==> src/rtl/tekd_pkg.sv <==
// Package for the terminal escape key decoder.
// Holds phase and key kind types, character constants and item structs.
// No dependencies.
`timescale 1ns / 1ps
`default_nettype none

package tekd_pkg;

   typedef enum logic [1:0] {
      PH_IDLE    = 2'd0,
      PH_ESC     = 2'd1,
      PH_BRACKET = 2'd2,
      PH_DIGITS  = 2'd3
   } phase_type;

   typedef enum logic [2:0] {
      KK_PLAIN = 3'd0,
      KK_UP    = 3'd1,
      KK_DOWN  = 3'd2,
      KK_PGUP  = 3'd3,
      KK_PGDN  = 3'd4,
      KK_HOME  = 3'd5,
      KK_END   = 3'd6,
      KK_NONE  = 3'd7
   } key_kind_type;

   localparam logic [7:0] CH_ESC     = 8'd27;
   localparam logic [7:0] CH_BRACKET = 8'h5b;  // '['
   localparam logic [7:0] CH_UP      = 8'h41;  // 'A'
   localparam logic [7:0] CH_DOWN    = 8'h42;  // 'B'
   localparam logic [7:0] CH_HOME    = 8'h48;  // 'H'
   localparam logic [7:0] CH_END     = 8'h46;  // 'F'
   localparam logic [7:0] CH_TILDE   = 8'h7e;  // '~'
   localparam logic [7:0] CH_ZERO    = 8'h30;  // '0'
   localparam logic [7:0] CH_NINE    = 8'h39;  // '9'
   localparam logic [7:0] ACC_MAX    = 8'd255;

   // timeout flag in the cmd field
   localparam logic CMD_BYTE    = 1'b0;
   localparam logic CMD_TIMEOUT = 1'b1;

   typedef struct packed {
      logic       cmd;
      logic [7:0] byte_value;
   } req_item_type;

   typedef struct packed {
      logic         emit;
      key_kind_type kind;
      logic [7:0]   key_byte;
   } result_type;

   // number before '~' to key kind
   function automatic key_kind_type map_number(input logic [7:0] v);
      key_kind_type k;
      case (v)
         8'd5:    k = KK_PGUP;
         8'd6:    k = KK_PGDN;
         8'd1:    k = KK_HOME;
         8'd7:    k = KK_HOME;
         8'd4:    k = KK_END;
         8'd8:    k = KK_END;
         default: k = KK_NONE;
      endcase
      return k;
   endfunction

endpackage

`default_nettype wire

==> src/rtl/tekd_if.sv <==
// Valid/ready channel interfaces for the key decoder: byte/timeout in, key out.
// Depends on nothing.
`timescale 1ns / 1ps
`default_nettype none

interface tekd_req_if;
   logic       valid;
   logic       ready;
   logic       cmd;
   logic [7:0] byte_value;

   modport source (output valid, output cmd, output byte_value, input ready);
   modport sink   (input valid, input cmd, input byte_value, output ready);
endinterface

interface tekd_rsp_if;
   logic       valid;
   logic       ready;
   logic [2:0] key_kind;
   logic [7:0] key_byte;

   modport source (output valid, output key_kind, output key_byte, input ready);
   modport sink   (input valid, input key_kind, input key_byte, output ready);
endinterface

`default_nettype wire

==> src/rtl/tekd_decode.sv <==
// Escape sequence state machine: phase and digit accumulator registers,
// next state and result logic. Depends on tekd_pkg.
`timescale 1ns / 1ps
`default_nettype none

module tekd_decode (
   input  wire                        clock,
   input  wire                        reset,
   input  wire                        step,
   input  wire tekd_pkg::req_item_type item,
   output tekd_pkg::result_type       result
);

   tekd_pkg::phase_type phase_ff, phase_in;
   logic [7:0]          acc_ff, acc_in;

   logic        timeout;
   logic [7:0]  b;
   logic        digit;
   logic [3:0]  digit_val;
   logic [11:0] acc_next_wide;

   always_ff @(posedge clock) begin
      if (reset) begin
         phase_ff <= tekd_pkg::PH_IDLE;
         acc_ff   <= 8'd0;
      end else if (step) begin
         phase_ff <= phase_in;
         acc_ff   <= acc_in;
      end
   end

   assign timeout   = (item.cmd == tekd_pkg::CMD_TIMEOUT);
   assign b         = item.byte_value;
   assign digit     = (b >= tekd_pkg::CH_ZERO) && (b <= tekd_pkg::CH_NINE);
   assign digit_val = 4'(b - tekd_pkg::CH_ZERO);
   // acc * 10 + digit, as shifts
   assign acc_next_wide = {1'b0, acc_ff, 3'b000} + {3'b000, acc_ff, 1'b0}
                          + {8'd0, digit_val};

   always_comb begin
      phase_in        = phase_ff;
      acc_in          = acc_ff;
      result.emit     = 1'b0;
      result.kind     = tekd_pkg::KK_PLAIN;
      result.key_byte = 8'd0;
      case (phase_ff)
         tekd_pkg::PH_IDLE: begin
            if (!timeout) begin
               if (b == tekd_pkg::CH_ESC) begin
                  phase_in = tekd_pkg::PH_ESC;
               end else begin
                  result.emit     = 1'b1;
                  result.key_byte = b;
               end
            end
         end
         tekd_pkg::PH_ESC: begin
            if (!timeout && b == tekd_pkg::CH_BRACKET) begin
               phase_in = tekd_pkg::PH_BRACKET;
            end else begin
               // lone ESC; the byte after it is dropped
               phase_in        = tekd_pkg::PH_IDLE;
               result.emit     = 1'b1;
               result.key_byte = tekd_pkg::CH_ESC;
            end
         end
         tekd_pkg::PH_BRACKET: begin
            if (timeout) begin
               phase_in        = tekd_pkg::PH_IDLE;
               result.emit     = 1'b1;
               result.key_byte = tekd_pkg::CH_ESC;
            end else if (digit) begin
               acc_in   = {4'd0, digit_val};
               phase_in = tekd_pkg::PH_DIGITS;
            end else begin
               phase_in    = tekd_pkg::PH_IDLE;
               result.emit = 1'b1;
               case (b)
                  tekd_pkg::CH_UP:   result.kind = tekd_pkg::KK_UP;
                  tekd_pkg::CH_DOWN: result.kind = tekd_pkg::KK_DOWN;
                  tekd_pkg::CH_HOME: result.kind = tekd_pkg::KK_HOME;
                  tekd_pkg::CH_END:  result.kind = tekd_pkg::KK_END;
                  default:           result.kind = tekd_pkg::KK_NONE;
               endcase
            end
         end
         tekd_pkg::PH_DIGITS: begin
            if (timeout) begin
               phase_in    = tekd_pkg::PH_IDLE;
               result.emit = 1'b1;
               result.kind = tekd_pkg::KK_NONE;
            end else if (digit) begin
               acc_in = (acc_next_wide > {4'd0, tekd_pkg::ACC_MAX}) ?
                        tekd_pkg::ACC_MAX : acc_next_wide[7:0];
            end else begin
               phase_in    = tekd_pkg::PH_IDLE;
               result.emit = 1'b1;
               result.kind = (b == tekd_pkg::CH_TILDE) ?
                             tekd_pkg::map_number(acc_ff) : tekd_pkg::KK_NONE;
            end
         end
         default: begin
            phase_in = tekd_pkg::PH_IDLE;
         end
      endcase
   end

endmodule

`default_nettype wire

==> src/rtl/tekd_out_reg.sv <==
// Result register driving the key channel; holds a key while the sink stalls.
// Depends on tekd_pkg and tekd_rsp_if.
`timescale 1ns / 1ps
`default_nettype none

module tekd_out_reg (
   input  wire                       clock,
   input  wire                       reset,
   input  wire                       load,
   input  wire tekd_pkg::result_type result,
   output logic                      can_take,
   tekd_rsp_if.source                rsp_chan
);

   logic                  valid_ff, valid_in;
   tekd_pkg::key_kind_type kind_ff;
   logic [7:0]            byte_ff;

   assign can_take = !valid_ff || rsp_chan.ready;
   assign valid_in = (load && result.emit) || (valid_ff && !rsp_chan.ready);

   always_ff @(posedge clock) begin
      if (reset) begin
         valid_ff <= 1'b0;
      end else begin
         valid_ff <= valid_in;
      end
   end

   always_ff @(posedge clock) begin
      if (load && result.emit) begin
         kind_ff <= result.kind;
         byte_ff <= result.key_byte;
      end
   end

   assign rsp_chan.valid    = valid_ff;
   assign rsp_chan.key_kind = kind_ff;
   assign rsp_chan.key_byte = byte_ff;

endmodule

`default_nettype wire

==> src/rtl/terminal_escape_key_decoder_top.sv <==
// Terminal escape key decoder, top level: input register, decoder, result register.
// Depends on tekd_pkg, tekd_if, tekd_decode and tekd_out_reg.
//
// Usage:
//   req_chan carries one item per handshake: cmd (0 = byte arrived,
//   1 = inter-byte timeout) and byte_value. An item is taken at a rising
//   clock edge with valid and ready both high.
//   rsp_chan carries keys: key_kind (0 plain .. 7 none) and key_byte,
//   which is the byte for plain keys and zero otherwise.
//   An item yields zero or one key; ESC and partial sequences yield none
//   until the sequence finishes or times out.
// Path: an accepted item sits in the input register and is decoded into the
//   result register once that register can take it; its key is then valid on
//   rsp_chan and is held there until it is taken.
// Throughput: one item per cycle while rsp_chan does not stall, set by the
//   phase and accumulator update in the decoder.
// Reset (synchronous, active high): phase idle, accumulator zero, both
//   stage registers empty. No clearing pass.
// Stall: while a key waits in the result register and rsp_chan.ready is
//   low, the input register holds its item and req_chan.ready drops once
//   it is full; nothing is lost or repeated.
`timescale 1ns / 1ps
`default_nettype none

module terminal_escape_key_decoder_top (
   input  wire        clock,
   input  wire        reset,
   tekd_req_if.sink   req_chan,
   tekd_rsp_if.source rsp_chan
);

   // input register stage
   logic                   in_valid_ff, in_valid_in;
   tekd_pkg::req_item_type in_item_ff;

   logic                 can_take;
   logic                 advance;   // decoder consumes the held item
   logic                 req_take;
   tekd_pkg::result_type result;

   assign advance        = in_valid_ff && can_take;
   assign req_chan.ready = !in_valid_ff || advance;
   assign req_take       = req_chan.valid && req_chan.ready;
   assign in_valid_in    = req_take || (in_valid_ff && !advance);

   always_ff @(posedge clock) begin
      if (reset) begin
         in_valid_ff <= 1'b0;
      end else begin
         in_valid_ff <= in_valid_in;
      end
   end

   always_ff @(posedge clock) begin
      if (req_take) begin
         in_item_ff.cmd        <= req_chan.cmd;
         in_item_ff.byte_value <= req_chan.byte_value;
      end
   end

   // phase machine and key selection
   tekd_decode u_decode (
      .clock  (clock),
      .reset  (reset),
      .step   (advance),
      .item   (in_item_ff),
      .result (result)
   );

   // result register toward the key sink
   tekd_out_reg u_out_reg (
      .clock    (clock),
      .reset    (reset),
      .load     (advance),
      .result   (result),
      .can_take (can_take),
      .rsp_chan (rsp_chan)
   );

endmodule

`default_nettype wire

==> src/flat_wrapper.sv <==
// flat-port wrapper written by rule: the top's interface ports become plain ports
module terminal_escape_key_decoder_top_flat 
  (clock, reset, req_chan_valid, req_chan_cmd, req_chan_byte_value, req_chan_ready, rsp_chan_valid, rsp_chan_key_kind, rsp_chan_key_byte, rsp_chan_ready);
  tekd_req_if req_chan_i ();
  tekd_rsp_if rsp_chan_i ();
  input  wire clock;
  input  wire reset;
  input wire logic [$bits(req_chan_i.valid)-1:0] req_chan_valid;
  input wire logic [$bits(req_chan_i.cmd)-1:0] req_chan_cmd;
  input wire logic [$bits(req_chan_i.byte_value)-1:0] req_chan_byte_value;
  output wire logic [$bits(req_chan_i.ready)-1:0] req_chan_ready;
  output wire logic [$bits(rsp_chan_i.valid)-1:0] rsp_chan_valid;
  output wire logic [$bits(rsp_chan_i.key_kind)-1:0] rsp_chan_key_kind;
  output wire logic [$bits(rsp_chan_i.key_byte)-1:0] rsp_chan_key_byte;
  input wire logic [$bits(rsp_chan_i.ready)-1:0] rsp_chan_ready;
  assign req_chan_i.valid = req_chan_valid;
  assign req_chan_i.cmd = req_chan_cmd;
  assign req_chan_i.byte_value = req_chan_byte_value;
  assign req_chan_ready = req_chan_i.ready;
  assign rsp_chan_valid = rsp_chan_i.valid;
  assign rsp_chan_key_kind = rsp_chan_i.key_kind;
  assign rsp_chan_key_byte = rsp_chan_i.key_byte;
  assign rsp_chan_i.ready = rsp_chan_ready;
  terminal_escape_key_decoder_top u_core (.clock(clock), .reset(reset), .req_chan(req_chan_i), .rsp_chan(rsp_chan_i));
endmodule
==> config.mk <==
export PLATFORM = sky130hd
export DESIGN_NAME = terminal_escape_key_decoder_top_flat
export DESIGN_NICKNAME = d
export VERILOG_FILES = /design/src/rtl/tekd_pkg.sv /design/src/rtl/tekd_if.sv /design/src/rtl/tekd_decode.sv /design/src/rtl/tekd_out_reg.sv /design/src/rtl/terminal_escape_key_decoder_top.sv /design/src/flat_wrapper.sv
export SDC_FILE = /design/constraint.sdc
export NUM_CORES = 1
export LEC_CHECK = 0
export ABC_AREA = 0
export BUFFER_PORTS_ARGS = -buffer_cell sky130_fd_sc_hd__buf_4
export CORE_MARGIN = 5
export CORE_UTILIZATION = 31
export DETAILED_ROUTE_END_ITERATION = 8
export PLACE_DENSITY = 0.51
export SLEW_MARGIN = 20
export SYNTH_ARGS = -nofsm -noshare
export SYNTH_HDL_FRONTEND = slang
export SYNTH_SLANG_ARGS = --single-unit
==> constraint.sdc <==
create_clock -name clock -period 3.05 [get_ports clock]
set_input_delay 0.305 -clock clock [delete_from_list [all_inputs] [get_ports clock]]
set_output_delay 0.305 -clock clock [all_outputs]
set_load 0.005 [all_outputs]
### After elaboration in Yosys (flattened, before gate mapping)

Cells that the tools add are included.

| word-level totals | value |
|---|---|
| register bits | 32 |
| memories | 0 |
| bits in latches | 0 |
| word-level logic and storage cells | 91 |
| ROM bits | 0 |
| output and inout port bits | 13 |
| memory bits (writable) | 0 |
| input port bits | 13 |

| operators by class | value |
|---|---|
| equality and inequality tests | 23 |
| multiplexer cells | 32 |
| $mul | 0 |
| shift operators | 0 |
| add/sub/neg operators | 3 |
| order comparisons | 3 |
| reduce and logical (&&, ||, !) cells | 22 |
| bitwise logic cells | 0 |
| div/mod/pow operators | 0 |

Operator list:

| kind | count |
|---|---|
| $mux W8 | 7 |
| $eq A8 B7 Y1 const B | 6 |
| $eq A8 B3 Y1 const B | 4 |
| $pmux W3 S4 | 2 |
| $pmux W8 S3 | 1 |
| $pmux W8 S2 | 1 |
| $mux W2 | 7 |
| $add A11 B9 Y12 | 1 |
| $add A12 B4 Y12 | 1 |
| $gt A12 B8 Y1 const B | 1 |
| $mux W4 | 3 |
| $ne A2 B2 Y1 const B | 6 |
| $mux W5 | 2 |
| $eq A8 B1 Y1 const B | 1 |
| $eq A8 B4 Y1 const B | 1 |
| $eq A8 B5 Y1 const B | 1 |
| $ge A8 B6 Y1 const B | 1 |
| $le A8 B6 Y1 const B | 1 |
| $pmux W2 S4 | 1 |
| $logic_and A1 B1 Y1 | 7 |
| $mux W3 | 2 |
| $pmux W3 S2 | 1 |
| $reduce_and A6 Y1 | 1 |
| $logic_not A1 Y1 | 5 |
| other kinds (11) | 19 |

### Longest topological paths before layout

| logic depth | value |
|---|---|
| depth after elaboration | 9 |
| depth in mapped cells | 11 |
| mapped depth without buffers | 10 |

### Modules after synthesis

A second synthesis with hierarchy kept.

| unflattened totals | value |
|---|---|
| cells, all modules | 197 |
| area, all modules | 2004.4 um^2 |

By module, submodules not included:

| module | cells an instance | area an instance (um^2) | seq. area each (um^2) | times used |
|---|---|---|---|---|
| tekd_decode | 166 | 1291.2 | 200.2 | 1 |
| tekd_out_reg | 16 | 380.4 | 350.3 | 1 |
| terminal_escape_key_decoder_top | 15 | 332.8 | 290.3 | 1 |

### Worst setup path after synthesis

No wires, ideal clock.

| path | value |
|---|---|
| path kind | reg2reg |
| start | reg u_core.in_item_ff[3] in the netlist's numbering |
| end | reg u_core.u_decode.acc_ff[1] |
| stages on the path, launching flop included | 12 |
| path slack | 88 ps |
| arrival time | 2842 ps |
| buffers on the path | 1 |
| data required time | 2929 ps |
| cell sequence | edfxtp_1 clkbuf_1 inv_1 fa_1 inv_1 fa_1 a21o_1 a221oi_2 o21ai_0 a221o_1 nor4_1 o21ai_1 |

| on the way | value |
|---|---|
| word-level cells in the longest chain between the ends | 7 |
| elaborated cells on any way between the ends | 13 |
| classes of those cells | 2 x add/sub; 3 x order compare; 2 x eq/ne; 4 x mux; 2 x reduce/logical |

RTL lines:

| element | line | RTL |
|---|---|---|
| from (decl) | terminal_escape_key_decoder_top.sv:34 | `tekd_pkg::req_item_type in_item_ff;` |
| $sub A4 B1 Y4 | tekd_decode.sv:36 | `assign digit_val = 4'(b - tekd_pkg::CH_ZERO);` |
| $add A12 B4 Y12 | tekd_decode.sv:39 | `+ {8'd0, digit_val};` |
| $gt A12 B8 Y1 | tekd_decode.sv:94 | `acc_in = (acc_next_wide > {4'd0, tekd_pkg::ACC_MAX}) ?` |
| $mux W8 | tekd_decode.sv:94 |  |
| $mux W8 | tekd_decode.sv:93 | `end else if (digit) begin` |
| $mux W8 | tekd_decode.sv:89 | `if (timeout) begin` |
| $pmux W8 S2 | tekd_decode.sv:47 | `case (phase_ff)` |
| to (signal assigned) | tekd_decode.sv:29 | `acc_ff <= acc_in;` |
| to (decl) | tekd_decode.sv:15 | `logic [7:0] acc_ff, acc_in;` |

Parallel ways exist; a longest one is shown, timed or not. The select of a mux whose other input is x is not followed.
A chain may end at the register's enable or synchronous reset.

### Final worst setup path

| path | value |
|---|---|
| start | reg u_core.u_decode.acc_ff[0] |
| end | reg u_core.u_decode.acc_ff[0] |

| on the way | value |
|---|---|
| word-level cells in the longest chain between the ends | 7 |

RTL lines:

| element | line | RTL |
|---|---|---|
| $add A11 B9 Y12 | tekd_decode.sv:38 | `assign acc_next_wide = {1'b0, acc_ff, 3'b000} + {3'b000, acc_ff, 1'b0}` |
| $add A12 B4 Y12 | tekd_decode.sv:39 |  |
| $gt A12 B8 Y1 | tekd_decode.sv:94 |  |
| $mux W8 | tekd_decode.sv:94 |  |
| $mux W8 | tekd_decode.sv:93 |  |
| $mux W8 | tekd_decode.sv:89 |  |
| $pmux W8 S2 | tekd_decode.sv:47 |  |

Every way passes these cells. The select of a mux whose other input is x is not followed.

==> impl_metrics.csv <==
group,metric,value,unit
layout,drive_gt1_share,21.3,%
sta,worst_clock_skew,0.00663,ns
route,drt_iter0_markers,80,
sta,period_minus_slack,2.93,ns
placement,portBuffers,25,
synthesis,ys_dominant_reg_cell,"edfxtp_1",
critical_path,crit_required,3.22,ns
critical_path,cp_cell_sequence,"inv_1, fa_1, inv_1, fa_2, a21o_1, a221oi_2, o21ai_1, a221o_2, o21ai_4, o21ai_1",
sta,holdWs,0.201,ns
critical_path,r2r_slack,0.12,ns
synthesis,netlist_area,0.00193,mm2
layout,finalNetCount,259,
floorplan,num_rows,28,
global_routing,grt-ovfl-total,0,
placement,post-place-ws,0.00303,ns
worst_hold_path,worstHoldStart,"req_chan_byte_value[7]",
synthesis,async_flop_share,0,%
power,vdd_ir_drop_max,0.000225,V
global_routing,antenna_found_initial,0,
global_routing,grt_pass1_wl,7000,um
cts,clkTransAtPathRegs,0.07,ns
route,routed_via_density,5.12,
sta,relSlewSlack,53.9,%
worst_hold_path,hold_class,"primary input to flip-flop",
power,powerDensity,404,mW/mm2
global_routing,grt_pass1_vias,1442,
layout,multi_input_area,0.00110,mm2
layout,antenna_cells,0,
route,post-route-drc-count,0,
synthesis,netlist_instances,197,
placement,place_congestion,0.757,
synthesis,ys_types,44,
layout,fillCellCount,592,
critical_path,cp-end-kind,"flip-flop",
cts,cts.path.max_buffers,2,
worst_hold_path,worstHoldPathCells,1,
sta,finalHoldViolCount,0,
critical_path,rr_worst_depth,10,
route,finalWirelength,4300,um
cts,cts_made_buffers,5,
power,p_leak,1.01,nW
synthesis,ys_seq_area_share,43.6,%
route,vias,1562,
layout,layout_commonest_cell,"buf_4",
layout,syn_to_final_growth,25.0,%
critical_path,max_stage_delay,0.53,ns
cts,cts_num_sinks,32,
sta,finalSetupViolCount,0,
sta,tightestPinTransition,0.686,ns
route,ant_nets,0,
worst_hold_path,min_to,"u_core.in_item_ff[7]",
sta,finalSetupTns,0,ns
synthesis,ys_ff_latch,32,
floorplan,initial_core_util,32.2,%
sta,worst_slack,0.121,ns
floorplan,core,0.00599,mm2
sta,fmax,0.341,GHz
cts,cts_tree,"built",
floorplan,die_x,88.9,um
critical_path,reg2reg_from,"u_core.u_decode.acc_ff[0]",
placement,dp_hpwl,3280,um
critical_path,critPathSlowestCell,"fa_1",
cts,cts_root_buffer,"clkbuf_8",
critical_path,arrival,3.09,ns
floorplan,pin_count,26,
layout,final_cell_mix,"31 x buf_4, 20 x edfxtp_1, 19 x nand2_1, 15 x ha_1, 12 x nor2_1",
route,drt_pass1_iterations,4,
synthesis,yosysWarnings,0,
critical_path,worstReg2RegEnd,"u_core.u_decode.acc_ff[0]",
sta,rsz0062_at_grt,"no",
global_routing,grtUsageTotal,11.6,%
power,power,975,uW
sta,timing.final.crit_share,96.0,%
flow_run,drv_cap,0,
critical_path,critPathKind,"flip-flop to flip-flop",
route,wl_per_cell,14.1,um
critical_path,startpoint_type,"flip-flop",
layout,seq_area,842,um2
global_routing,grt_max_degree,12,
run_status,status,"finished, final reports clean",
critical_path,cp_max_fo,5,
cts,clock_latency,0.28,ns
floorplan,design.die.area,0.00790,mm2
sta,maxSlewViolCount,0,
cts,h-tree-depth,2,
cts,post-cts-setup-buffers,0,
floorplan,die_h,88.9,um
synthesis,synth-edff-count,20,
synthesis,synth_nets,227,
synthesis,syn_avg_cell_area,9.79,um2
cells in the mapped netlist (2+ instances only):
master    number  area [um2]
or4b_1         2        20.0
clkbuf_1       6        22.5
dfxtp_1       12         240
nor2b_1        2        12.5
and2_1         8        50.1
o22ai_1        2        12.5
a21o_1         6        45.0
nand4b_1       3        26.3
xor2_1         2        17.5
nand2b_1       4        25.0
a21oi_1       10        50.1
or3_1          2        12.5
fa_1           2        40.0
nor2_1        12        45.0
a22oi_1        3        22.5
nor3_1         8        40.0
o21ai_0       11        55.1
xnor2_1        5        43.8
o21ai_1        7        35.0
a31oi_1        2        12.5
nand2_1       19        71.3
ha_1          15         188
mux2i_1        2        20.0
edfxtp_1      20         601
nor4_1         6        37.5
inv_1          8        30.0
through the flow:
stage | utilization (%) | std cells | cell area (um2)
floorplan | - | 197 | 1930
global placement | 37.3 | 297 | 2230
detailed placement | 37.3 | 297 | 2230
CTS | 39.2 | 305 | 2350
global route | 40.3 | 305 | 2410
finish | 40.3 | 305 | 2410
kinds of logic (layout without fill, tap and decap cells):
| logic type | Yosys count | in the layout | synth area share [%] |
|---|---|---|---|
| flops | 32 | 32 | 43.6 |
| compound gates | 50 | 50 | 16.3 |
| buf+inv | 14 | 47 | 2.72 |
| xor+xnor | 7 | 7 | 3.18 |
| simple gates | 75 | 75 | 21.3 |
| mux | 2 | 2 | 1.04 |
| fa+ha+maj | 17 | 17 | 11.8 |
power by group:
group	internal, mW	switching (mW)
sequential	0.478	0.0144
combinational	0.0379	0.0356
clock	0.263	0.147
total	0.778	0.197
cell type report:
class                           count  share of cell area [%]
Multi-Input combinational cell    151                    45.5
Sequential cell                    32                    34.9
Timing Repair Buffer               31                    9.65
Tap cell                           75                    3.89
Clock buffer                        6                    3.42
Clock inverter                      2                    1.40
Inverter                            8                    1.24
what timing repair did:
action                     CTS  global route
gates resized for setup      0            12
hold buffers                 0             0
setup endpoints to repair    4             8
pin swaps                    1             8
sequential cells by signal, summed over array words and instances (netlist names):
name / count
u_core.in_item_ff: 9
u_core.in_valid_ff: 1
u_core.u_decode.acc_ff: 8
u_core.u_decode.phase_ff: 2
u_core.u_out_reg.rsp_chan.key_byte: 8
u_core.u_out_reg.rsp_chan.key_kind: 3
u_core.u_out_reg.rsp_chan.valid: 1
worst max path at each step:
stage,start,endpoint,slack (ns)
final,u_core.u_decode.acc_ff[0],u_core.u_decode.acc_ff[0],0.12
after global routing,u_core.u_decode.acc_ff[0],u_core.u_decode.acc_ff[7],0.01
after CTS,u_core.u_decode.acc_ff[0],u_core.u_decode.acc_ff[7],0.01
after detailed placement,u_core.u_decode.acc_ff[0],u_core.u_decode.acc_ff[3],0.003
after global placement,u_core.u_decode.acc_ff[0],u_core.u_decode.acc_ff[2],0.05
after floorplan,u_core.in_item_ff[3],u_core.u_decode.acc_ff[1],0.09
per-layer routing:
layer,part of all wire [%],up-vias,wire (um),GRT usage (%)
met1,48,721,2040,16.0
met2,46,36,1970,17.1
li1,-,797,-,-
met4,2.0,0,88,4.67
met3,4.5,8,194,3.04
met5,0,-,0,0
critical path: cells and delay by family, from the launching register on:
kind / cells / cell delay [ns]
adders and majority gates: 2 / 0.94
AOI/OAI and AO/OA: 6 / 1.35
DFF: 1 / 0.35
buffers and inverters: 2 / 0.16
No activity file was read; power rests on OpenSTA's default activity.
